### src/ipv6ck_pkg.sv
// ----------------------------------------------------------------------------
// ipv6ck_pkg
// Types and constants shared by the IPv6 upper-layer checksum core.
// ----------------------------------------------------------------------------
package ipv6ck_pkg;

    localparam int MAX_PACKET_BYTES = 65536;
    localparam int POS_W            = $clog2(MAX_PACKET_BYTES + 1);
    localparam int CMP_W            = (POS_W > 17) ? POS_W : 17;
    localparam int SUM_W            = 32;
    localparam int TOT_W            = SUM_W + 2;
    localparam int ADDR_START       = 8;
    localparam int ADDR_END         = 40;
    localparam int MIN_PSEUDO_LEN   = 40;

    typedef struct packed {
        logic [7:0]  pkt_byte;
        logic        is_first;
        logic        is_last;
        logic [7:0]  next_header;
        logic [15:0] seg_offset;
        logic [15:0] seg_length;
    } in_beat_t;

    typedef struct packed {
        logic [15:0] checksum;
        logic        error;
    } out_beat_t;

    // Packet totals captured on the last byte
    typedef struct packed {
        logic [SUM_W-1:0] seg_sum;
        logic [SUM_W-1:0] addr_sum;
        logic [7:0]       protocol;
        logic [15:0]      offset;
        logic [15:0]      length;
        logic [POS_W-1:0] position;
    } snap_t;

endpackage

### src/ipv6_upper_layer_checksum_core.sv
// ----------------------------------------------------------------------------
// ipv6_upper_layer_checksum_core
// IPv6 upper-layer (pseudo header) Internet checksum over a byte stream.
// ----------------------------------------------------------------------------
// Usage:
//   pkt channel: one packet byte per beat, starting at the first IPv6 header
//   byte. The beat with is_first set also carries next_header, seg_offset
//   and seg_length, which stay latched for the packet. The beat with is_last
//   set closes the packet and produces one result beat.
//   res channel: checksum and error, one beat per packet.
// Throughput: one byte per cycle while pkt_ready is high; the running sums
//   take a single add per byte, so back-to-back beats and packets are accepted.
// Result path: the snapshot, the pseudo-header add, then the carry fold and
//   invert, each registered in turn after the last byte is accepted.
// Reset: sums, byte position and latched fields clear; the result pipeline
//   empties.
// Stall: a result waiting on res_ready holds unchanged. Up to three finished
//   packets queue in the result pipeline; pkt_ready drops only when all three
//   are occupied.
// ----------------------------------------------------------------------------
module ipv6_upper_layer_checksum_core
    import ipv6ck_pkg::*;
(
    input  logic      clk,
    input  logic      rst_n,
    input  logic      pkt_valid,
    output logic      pkt_ready,
    input  in_beat_t  pkt_data,
    output logic      res_valid,
    input  logic      res_ready,
    output out_beat_t res_data
);

    logic  snap_valid;
    logic  snap_ready;
    snap_t snap_data;

    ipv6ck_acc u_acc (
        .clk        (clk),
        .rst_n      (rst_n),
        .pkt_valid  (pkt_valid),
        .pkt_ready  (pkt_ready),
        .pkt_data   (pkt_data),
        .snap_valid (snap_valid),
        .snap_ready (snap_ready),
        .snap_data  (snap_data)
    );

    ipv6ck_fold u_fold (
        .clk        (clk),
        .rst_n      (rst_n),
        .snap_valid (snap_valid),
        .snap_ready (snap_ready),
        .snap_data  (snap_data),
        .res_valid  (res_valid),
        .res_ready  (res_ready),
        .res_data   (res_data)
    );

endmodule

### src/ipv6ck_acc.sv
// ----------------------------------------------------------------------------
// ipv6ck_acc
// Per-byte accumulator: segment words, address words, byte position, and a
// snapshot register loaded on the last byte of a packet.
// ----------------------------------------------------------------------------
module ipv6ck_acc
    import ipv6ck_pkg::*;
(
    input  logic     clk,
    input  logic     rst_n,
    input  logic     pkt_valid,
    output logic     pkt_ready,
    input  in_beat_t pkt_data,
    output logic     snap_valid,
    input  logic     snap_ready,
    output snap_t    snap_data
);

    localparam logic [POS_W-1:0] POS_MAX   = POS_W'(MAX_PACKET_BYTES);
    localparam logic [POS_W-1:0] POS_ADDR0 = POS_W'(ADDR_START);
    localparam logic [POS_W-1:0] POS_ADDR1 = POS_W'(ADDR_END);

    logic [SUM_W-1:0] seg_sum_reg,  seg_sum_next;
    logic [SUM_W-1:0] addr_sum_reg, addr_sum_next;
    logic [POS_W-1:0] pos_reg,      pos_next;
    logic [7:0]       held_reg,     held_next;
    logic [15:0]      afw_reg,      afw_next;
    logic [7:0]       proto_reg,    proto_next;
    logic [15:0]      offset_reg,   offset_next;
    logic [15:0]      length_reg,   length_next;
    logic             snap_valid_reg;
    snap_t            snap_reg;

    logic [SUM_W-1:0] seg_base, addr_base, part;
    logic [POS_W-1:0] pos_base;
    logic [7:0]       held_base;
    logic [15:0]      afw_base;
    logic [3:0]       addr_idx;
    logic [CMP_W-1:0] rel;
    logic             accept;

    // Link-local unicast, link-local or interface-local multicast
    function automatic logic scoped(input logic [15:0] w0);
        logic [7:0] hi;
        logic [7:0] lo;
        hi = w0[15:8];
        lo = w0[7:0];
        return (hi == 8'hfe && lo[7:6] == 2'b10) ||
               (hi == 8'hff && (lo[3:0] == 4'h2 || lo[3:0] == 4'h1));
    endfunction

    assign pkt_ready  = !snap_valid_reg || snap_ready;
    assign accept     = pkt_valid && pkt_ready;
    assign snap_valid = snap_valid_reg;
    assign snap_data  = snap_reg;

    always_comb
    begin
        proto_next  = pkt_data.is_first ? pkt_data.next_header : proto_reg;
        offset_next = pkt_data.is_first ? pkt_data.seg_offset  : offset_reg;
        length_next = pkt_data.is_first ? pkt_data.seg_length  : length_reg;
        seg_base    = pkt_data.is_first ? '0 : seg_sum_reg;
        addr_base   = pkt_data.is_first ? '0 : addr_sum_reg;
        pos_base    = pkt_data.is_first ? '0 : pos_reg;
        held_base   = pkt_data.is_first ? '0 : held_reg;
        afw_base    = pkt_data.is_first ? '0 : afw_reg;

        seg_sum_next  = seg_base;
        addr_sum_next = addr_base;
        pos_next      = pos_base;
        held_next     = held_base;
        afw_next      = afw_base;

        // byte index within the current 16-byte address
        addr_idx = {~pos_base[3], pos_base[2:0]};
        part     = pos_base[0] ? SUM_W'(pkt_data.pkt_byte)
                               : SUM_W'({pkt_data.pkt_byte, 8'h00});
        rel      = CMP_W'(pos_base) - CMP_W'(offset_next);

        if (pos_base < POS_MAX)
        begin
            if (pos_base >= POS_ADDR0 && pos_base < POS_ADDR1)
            begin
                if (addr_idx < 4'd2)
                begin
                    afw_next = pos_base[0] ? (afw_base | {8'h00, pkt_data.pkt_byte})
                                           : {pkt_data.pkt_byte, 8'h00};
                    addr_sum_next = addr_base + part;
                end
                else if (addr_idx < 4'd4)
                begin
                    if (!scoped(afw_base))
                        addr_sum_next = addr_base + part;
                end
                else
                begin
                    addr_sum_next = addr_base + part;
                end
            end

            if (CMP_W'(pos_base) >= CMP_W'(offset_next) && rel < CMP_W'(length_next))
            begin
                if (!rel[0])
                begin
                    held_next = pkt_data.pkt_byte;
                    // odd segment length: pad the final byte
                    if (rel + CMP_W'(1) == CMP_W'(length_next))
                        seg_sum_next = seg_base + SUM_W'({pkt_data.pkt_byte, 8'h00});
                end
                else
                begin
                    seg_sum_next = seg_base + SUM_W'({held_base, pkt_data.pkt_byte});
                end
            end

            pos_next = pos_base + POS_W'(1);
        end
    end

    always_ff @(posedge clk or negedge rst_n)
    begin
        if (!rst_n)
        begin
            seg_sum_reg    <= '0;
            addr_sum_reg   <= '0;
            pos_reg        <= '0;
            held_reg       <= '0;
            afw_reg        <= '0;
            proto_reg      <= '0;
            offset_reg     <= '0;
            length_reg     <= '0;
            snap_valid_reg <= 1'b0;
        end
        else
        begin
            if (accept)
            begin
                proto_reg  <= proto_next;
                offset_reg <= offset_next;
                length_reg <= length_next;
                if (pkt_data.is_last)
                begin
                    // drop the packet state once its totals are captured
                    seg_sum_reg  <= '0;
                    addr_sum_reg <= '0;
                    pos_reg      <= '0;
                    held_reg     <= '0;
                    afw_reg      <= '0;
                end
                else
                begin
                    seg_sum_reg  <= seg_sum_next;
                    addr_sum_reg <= addr_sum_next;
                    pos_reg      <= pos_next;
                    held_reg     <= held_next;
                    afw_reg      <= afw_next;
                end
            end

            if (accept && pkt_data.is_last)
                snap_valid_reg <= 1'b1;
            else if (snap_ready)
                snap_valid_reg <= 1'b0;
        end
    end

    always_ff @(posedge clk)
    begin
        if (accept && pkt_data.is_last)
        begin
            snap_reg.seg_sum  <= seg_sum_next;
            snap_reg.addr_sum <= addr_sum_next;
            snap_reg.protocol <= proto_next;
            snap_reg.offset   <= offset_next;
            snap_reg.length   <= length_next;
            snap_reg.position <= pos_next;
        end
    end

endmodule

### src/ipv6ck_fold.sv
// ----------------------------------------------------------------------------
// ipv6ck_fold
// Adds the pseudo header to the segment sum for a nonzero protocol, checks the
// packet length, then folds the carries and inverts in a second stage.
// ----------------------------------------------------------------------------
module ipv6ck_fold
    import ipv6ck_pkg::*;
(
    input  logic      clk,
    input  logic      rst_n,
    input  logic      snap_valid,
    output logic      snap_ready,
    input  snap_t     snap_data,
    output logic      res_valid,
    input  logic      res_ready,
    output out_beat_t res_data
);

    logic             tot_valid_reg;
    logic [TOT_W-1:0] tot_reg;
    logic             err_reg;
    logic             out_valid_reg;
    out_beat_t        out_reg;

    logic             out_free, tot_free;
    logic             has_pseudo, err_now;
    logic [CMP_W-1:0] need;
    logic [TOT_W-1:0] total;
    logic [18:0]      fold1;
    logic [16:0]      fold2;
    logic [15:0]      fold3;

    assign out_free   = !out_valid_reg || res_ready;
    assign tot_free   = !tot_valid_reg || out_free;
    assign snap_ready = tot_free;
    assign res_valid  = out_valid_reg;
    assign res_data   = out_reg;

    always_comb
    begin
        has_pseudo = snap_data.protocol != 8'h00;
        need       = CMP_W'(snap_data.offset) + CMP_W'(snap_data.length);
        err_now    = CMP_W'(snap_data.position) < need ||
                     (has_pseudo && CMP_W'(snap_data.position) < CMP_W'(MIN_PSEUDO_LEN));
        total      = TOT_W'(snap_data.seg_sum);
        if (has_pseudo)
            total = total + TOT_W'(snap_data.addr_sum) + TOT_W'(snap_data.protocol)
                          + TOT_W'(snap_data.length);

        // end-around carry until the sum fits in 16 bits
        fold1 = 19'(tot_reg[15:0]) + 19'(tot_reg[TOT_W-1:16]);
        fold2 = 17'(fold1[15:0]) + 17'(fold1[18:16]);
        fold3 = fold2[15:0] + 16'(fold2[16]);
    end

    always_ff @(posedge clk or negedge rst_n)
    begin
        if (!rst_n)
        begin
            tot_valid_reg <= 1'b0;
            out_valid_reg <= 1'b0;
        end
        else
        begin
            if (tot_free)
                tot_valid_reg <= snap_valid;
            if (out_free)
                out_valid_reg <= tot_valid_reg;
        end
    end

    always_ff @(posedge clk)
    begin
        if (tot_free && snap_valid)
        begin
            tot_reg <= total;
            err_reg <= err_now;
        end
        if (out_free && tot_valid_reg)
        begin
            out_reg.checksum <= err_reg ? 16'h0000 : ~fold3;
            out_reg.error    <= err_reg;
        end
    end

endmodule

### config.mk
export PLATFORM = sky130hd
export DESIGN_NAME = ipv6_upper_layer_checksum_core
export DESIGN_NICKNAME = d
export VERILOG_FILES = /design/src/ipv6ck_pkg.sv /design/src/ipv6_upper_layer_checksum_core.sv /design/src/ipv6ck_acc.sv /design/src/ipv6ck_fold.sv
export SDC_FILE = /design/constraint.sdc
export NUM_CORES = 1
export LEC_CHECK = 0
export BUFFER_PORTS_ARGS = -buffer_cell sky130_fd_sc_hd__buf_2
export CAP_MARGIN = 20
export CORE_MARGIN = 10
export CORE_UTILIZATION = 55
export CTS_CLUSTER_DIAMETER = 100
export DETAILED_ROUTE_END_ITERATION = 8
export PLACE_DENSITY = 0.73
export SLEW_MARGIN = 20
export SYNTH_ARGS = -nofsm -noshare
export SYNTH_HDL_FRONTEND = slang
export SYNTH_SLANG_ARGS = --single-unit
### constraint.sdc
create_clock -name clk -period 9.1 [get_ports clk]
set_clock_uncertainty 0.05 [all_clocks]
set_input_delay 1.82 -clock clk [delete_from_list [all_inputs] [get_ports clk]]
set_output_delay 1.82 -clock clk [all_outputs]
set_load 0.005 [all_outputs]
## Word level (Yosys, flattened, before mapping)

Index checks and enable logic that the tools add are counted.

| storage, ports and cells | value |
|---|---|
| flip-flop bits (word level) | 321 |
| bits of input ports | 54 |
| word-level logic and storage cells | 107 |

| operators by class | value |
|---|---|
| add/sub/neg operators | 13 |
| $lt $le $gt $ge | 9 |
| equal/unequal tests | 6 |
| multiplexer cells | 34 |
| bitwise gates (word level) | 3 |
| reduce and logical (&&, ||, !) cells | 20 |

Operator list:

| cell | number |
|---|---|
| $mux 32 | 14 |
| $mux 16 | 9 |
| $add 32x16->32 | 2 |
| $mux 17 | 3 |
| $mux 8 | 6 |
| $add 17x1->17 const B | 2 |
| $add 34x16->34 | 1 |
| $add 34x8->34 | 1 |
| $lt 17x6->1 const B | 2 |
| $add 32x32->33 | 1 |
| $add 32x32->32 | 1 |
| $add 16x18->19 | 1 |
| $add 16x16->17 | 1 |
| $add 16x3->17 | 1 |
| $eq 17x16->1 | 1 |
| $ge 17x16->1 | 1 |
| $ge 17x4->1 const B | 1 |
| $lt 17x16->1 | 1 |
| $lt 17x17->1 | 1 |
| $lt 17x17->1 const B | 1 |
| $sub 17x16->17 | 1 |
| $add 16x1->16 | 1 |
| $eq 8x8->1 const B | 2 |
| $not 16->16 | 1 |
| other kinds (13) | 29 |

## Depth between registers and ports, before layout

| depth | value |
|---|---|
| depth after elaboration | 11 |
| gate-level depth with buffers | 34 |
| gate-level depth less buffers | 34 |

## Hierarchy

From an unflattened synthesis, not the netlist that was laid out.

| unflattened totals | value |
|---|---|
| cells, all modules | 2349 |
| area, all modules | 23176.0 µm² |

By module, submodules not included:

| module | times used | cells each | area each (µm²) |
|---|---|---|---|
| ipv6ck_acc | 1 | 1583 | 16039.1 |
| ipv6ck_fold | 1 | 766 | 7136.8 |

## Least setup slack after synthesis

OpenSTA, ideal clock, no wires.

| timing | value |
|---|---|
| kind | input -> register |
| start | input pkt_data[41] in the netlist's numbering |
| end | register u_acc.snap_reg, in the netlist u_acc.snap_data[111] (data pin) |
| setup time | 0.147 ns |
| data arrival time | 8.674 ns |
| required time | 8.903 ns |
| setup slack | 0.229 ns |
| cell stages on the path | 29 |
| path buffers | 10 |
| cell sequence | buf_2 buf_1 clkbuf_1 clkbuf_1 clkbuf_1 clkbuf_1 buf_1 buf_2 mux2i_1 inv_1 fa_1 nand2b_1 a21o_1 a211oi_1 nor3_1 nor3_1 ha_1 a21oi_1 nand2_1 a211oi_1 a21oi_1 nor3_1 and3_1 buf_2 o211ai_1 and2_4 buf_6 or3_1 a21oi_1 |

| on the way | value |
|---|---|
| word-level cells in the longest chain between the ends | 8 |

Ends and longest elaborated chain:

| element | RTL line | RTL |
|---|---|---|
| start, declared | ipv6_upper_layer_checksum_core.sv:28 | `input in_beat_t pkt_data,` |
| $mux 16 * | ipv6ck_acc.sv:60 | `offset_next = pkt_data.is_first ? pkt_data.seg_offset : offset_reg;` |
| named net u_acc.offset_next[1] | ipv6ck_acc.sv:29 | `logic [15:0] offset_reg, offset_next;` |
| $sub 17x16->17 | ipv6ck_acc.sv:78 | `rel = CMP_W'(pos_base) - CMP_W'(offset_next);` |
| $add 17x1->17 | ipv6ck_acc.sv:107 | `if (rel + CMP_W'(1) == CMP_W'(length_next))` |
| $eq 17x16->1 | ipv6ck_acc.sv:107 |  |
| $mux 32 | ipv6ck_acc.sv:107 |  |
| $mux 32 | ipv6ck_acc.sv:103 | `if (!rel[0])` |
| $mux 32 * | ipv6ck_acc.sv:101 | `if (CMP_W'(pos_base) >= CMP_W'(offset_next) && rel < CMP_W'(length_next))` |
| $mux 32 * | ipv6ck_acc.sv:80 | `if (pos_base < POS_MAX)` |
| named net u_acc.seg_sum_next[22] | ipv6ck_acc.sv:23 | `logic [SUM_W-1:0] seg_sum_reg, seg_sum_next;` |
| end, declared | ipv6ck_acc.sv:32 | `snap_t snap_reg;` |

Mark *: on every way through the listed nets, which the timed path passes. The rest lies on a longest branch.
A chain may end at the register's enable or synchronous reset.

## Final worst setup path

| timing | value |
|---|---|
| start | register u_fold.tot_reg[0] |
| end | register u_fold.out_reg, in the netlist u_fold.res_data[15] (data pin) |

| on the way | value |
|---|---|
| word-level cells in the longest chain between the ends | 4 |

Ends and longest elaborated chain:

| element | RTL line | RTL |
|---|---|---|
| start, declared | ipv6ck_fold.sv:20 | `logic [TOT_W-1:0] tot_reg;` |
| start signal, assigned | ipv6ck_fold.sv:76 | `tot_reg <= total;` |
| $add 16x18->19 | ipv6ck_fold.sv:51 | `fold1 = 19'(tot_reg[15:0]) + 19'(tot_reg[TOT_W-1:16]);` |
| $add 16x3->17 | ipv6ck_fold.sv:52 | `fold2 = 17'(fold1[15:0]) + 17'(fold1[18:16]);` |
| $add 16x1->16 | ipv6ck_fold.sv:53 | `fold3 = fold2[15:0] + 16'(fold2[16]);` |
| $not 16->16 | ipv6ck_fold.sv:81 | `out_reg.checksum <= err_reg ? 16'h0000 : ~fold3;` |
| end, declared | ipv6ck_fold.sv:23 | `out_beat_t out_reg;` |

Every way passes these cells.

==> impl_metrics.yaml <==
power:
  powerDensity_nw_per_um2: 172
  p_leak_nw: 11.1
  p_total_mw: 4.37
  peakVddDrop_uv: 126
layout:
  area_growth_pct: 9.22
  nNetsFinal: 2713
  largest_reg_flops: 121
  drive_gt1_share_pct: 8.96
  postLayoutCellArea_sq_um: 25300
  layout.cells.non_filler: 3028
  num_antenna_cells: 0
sta:
  rsz0062_at_grt: "false"
  setup_tns_ns: 0
  slew_headroom_pct: 27.9
  fin_crit_sh_pct: 87.1
  worst_pin_slew_ns: 1.08
  hold_viol_final: 0
  setup_viol: 0
  slew_viol_final: 0
  period_minus_slack_ns: 7.93
  fmax_mhz: 126
die:
  coreArea_sq_um: 41900
  initial_core_util_pct: 55.5
  dieArea_sq_um: 50800
  ios: 73
  die_w_microns: 225
  dieHeight_microns: 225
  num_rows: 75
logic_synthesis:
  syn_area_per_cell_sq_um: 9.58
  synthAdderAreaFrac_pct: 11.3
  synth.net_count: 2676
  yosysWarnings: 0
  synth_top_family_by_area: "compound AO/OA/AOI/OAI gates"
  synth_edf_count: 173
  synth_ff_type: "edfxtp_1"
  synthXorXnorAreaFrac_pct: 7.64
  ys_types: 102
  synth_compound_area_share_pct: 19.2
  yosysSeqAreaShare_pct: 38.1
  async_flop_share_pct: 45.8
  synthCells: 2422
  syn_area_sq_um: 23200
  synth-simple-area-share_pct: 16.7
  synthMuxAreaShare_pct: 3.08
  synth_seq_cells: 319
worst_setup_path:
  critPathMaxFanout: 5
  critPathMostFrequentCell: "a21oi_1"
  crit-reg2reg-launch: "u_fold.tot_reg[0]"
  crit_family: "simple AND/OR/NAND/NOR gates"
  r2r_setup_slack_ns: 1.17
  required_ns: 9.48
  worstPathArrival_ns: 8.31
  reg2reg_depth: 34
  worstSetupStartpoint: "u_fold.tot_reg[0]"
  crit_slowest_cell: "a2111oi_0"
  cp.depth: 34
  path_buf_inv: 1
  end_kind: "register"
  crit_path_max_incr_delay_ns: 0.52
  crit_type: "reg2reg"
  worstSetupStartpointType: "register"
grt:
  grt_pass1_vias: 18300
  overflow: 0
  grt_max_degree: 78
  antenna_found_initial: 0
  grt_pass1_wl_microns: 100000
  grtUsageTotal_pct: 24.8
worst_hold_path:
  min_path_type: "reg2reg"
  hold-path-cell-count: 1
  hp-start: "u_acc.addr_sum_reg[20]"
drt:
  wl_per_cell_microns: 21.0
  ant_nets: 0
  num_vias: 18700
  wl_microns: 63500
  viasPerCell: 6.19
  drt_iter0_drc: 1917
  first_pass_iters: 6
  drc: 0
placement:
  postPlaceCellArea_sq_um: 24000
  dp_hpwl_microns: 47700
  place_inst: 2958
  gp_congestion: 0.916
  io_buffer_count: 72
clock_tree:
  htreeDepth: 2
  post_cts_buffers: 0
  cts.sink_count: 319
  clk_pin_slew_worst_paths_ns: 0.06
  ctsResizeCount: 0
  insertion_delay_ns: 0.58
  cts_buffer_depth: 3
  cts_tree: "built"
  cts_inserted_buffers: 38
  root_buffer: "clkbuf_16"
  cts_hold_buf: 0
run_status:
  outcome: "completed"
run:
  max_cap_viol_count: 0
[cells in the final DEF, fill, tap and decap left out, types with 9 or more instances in the layout]
| cell type | Yosys | final |
|---|---|---|
| o21a_1 | 21 | 21 |
| nand3_1 | 62 | 62 |
| nand2_1 | 172 | 170 |
| a21o_1 | 52 | 52 |
| o31ai_1 | 23 | 23 |
| mux2_2 | 27 | 27 |
| a211oi_1 | 14 | 14 |
| a22o_1 | 68 | 68 |
| inv_1 | 141 | 141 |
| o21ai_0 | 132 | 132 |
| clkbuf_16 | 0 | 40 |
| or3_1 | 21 | 21 |
| o211ai_1 | 11 | 11 |
| xnor2_1 | 135 | 135 |
| or2_2 | 9 | 9 |
| a31oi_1 | 18 | 18 |
| dfrtp_1 | 146 | 146 |
| nor4_1 | 20 | 20 |
| a21oi_1 | 156 | 156 |
| buf_2 | 13 | 70 |
| edfxtp_1 | 173 | 173 |
| o21bai_1 | 27 | 27 |
| xor2_1 | 65 | 65 |
| nand2b_1 | 36 | 36 |
| nor2b_1 | 87 | 87 |
| and3_1 | 28 | 28 |
| nand4_1 | 30 | 30 |
| fa_1 | 17 | 17 |
| nor2_1 | 159 | 156 |
| ha_1 | 183 | 183 |
| and2_1 | 37 | 37 |
| buf_4 | 0 | 15 |
| nor3_1 | 45 | 45 |
| o22ai_1 | 9 | 9 |
| mux2i_1 | 41 | 41 |
| or4_1 | 10 | 10 |
[stage by stage]
step / utilization (%) / setup slack (ns) / hold WS (ns)
6_report: 60.6 / 1.17 / 0.422
5_1_grt: 60.6 / 0.376 / 0.438
4_1_cts: 60.6 / 1.18 / 0.427
3_5_place_dp: 57.4 / 0.838 / 0.415
3_3_place_gp: 57.4 / 0.982 / 0.406
2_1_floorplan: - / 0.229 / 0.374
[logic make-up after synthesis]
kind of cell    Yosys count
compound gates          646
buf+inv                 234
fa+ha+maj               200
flops                   319
xor+xnor                201
mux                      68
simple gates            754
[routing by layer]
metal | global-route usage, % | vias to the layer above | wire length [microns]
met2 | 39.2 | 677 | 28700
met3 | 4.44 | 117 | 4670
met4 | 7.71 | 0 | 1640
met5 | 0 | - | 0
li1 | - | 8928 | -
met1 | 34.0 | 9019 | 28500
[final timing paths]
kind,endpoint
worst max-delay path,u_fold.res_data[15]
worst min-delay path,u_acc.addr_sum_reg[20]
worst max register to register,u_fold.res_data[15]
worst min register to register,u_acc.addr_sum_reg[20]
max in group asynchronous,u_acc.seg_sum_reg[2]
min in group asynchronous,u_acc.length_reg[5]
[cell usage after synthesis (17+ instances only)]
cell / number / area share (%)
o21a_1: 21 / 0.68
nand4_1: 30 / 0.81
inv_1: 141 / 2.3
nand3_1: 62 / 1.3
xor2_1: 65 / 2.5
clkbuf_1: 68 / 1.1
nand2b_1: 36 / 0.97
o21ai_0: 132 / 2.8
dfrtp_1: 146 / 16
xnor2_1: 135 / 5.1
mux2_2: 27 / 1.3
ha_1: 183 / 9.9
o31ai_1: 23 / 0.74
nor4_1: 20 / 0.54
o21bai_1: 27 / 0.87
a31oi_1: 18 / 0.49
or3_1: 21 / 0.57
and3_1: 28 / 0.75
and2_1: 37 / 1.0
fa_1: 17 / 1.5
a21o_1: 52 / 1.7
nand2_1: 172 / 2.8
nor3_1: 45 / 0.97
edfxtp_1: 173 / 22
a21oi_1: 156 / 3.4
nor2_1: 159 / 2.6
mux2i_1: 41 / 1.8
nor2b_1: 87 / 2.3
a22o_1: 68 / 2.6
[final cells by class]
class / instances / area [sq um]
flip-flops and latches: 319 / 8850
repair buffers: 87 / 485
multi-input cells: 1869 / 13500
fillers: 3541 / 16500
clock buffers: 51 / 1090
clock inverters: 19 / 236
inverters: 144 / 541
well taps: 539 / 674
[power by group]
group	internal [mW]	total, mW	leakage, nW	switching (mW)
combinational	0.427	1.09	6.81	0.666
clock	0.922	1.59	0.635	0.672
sequential	1.64	1.68	3.64	0.0459
(Power assumes the default switching activity.)
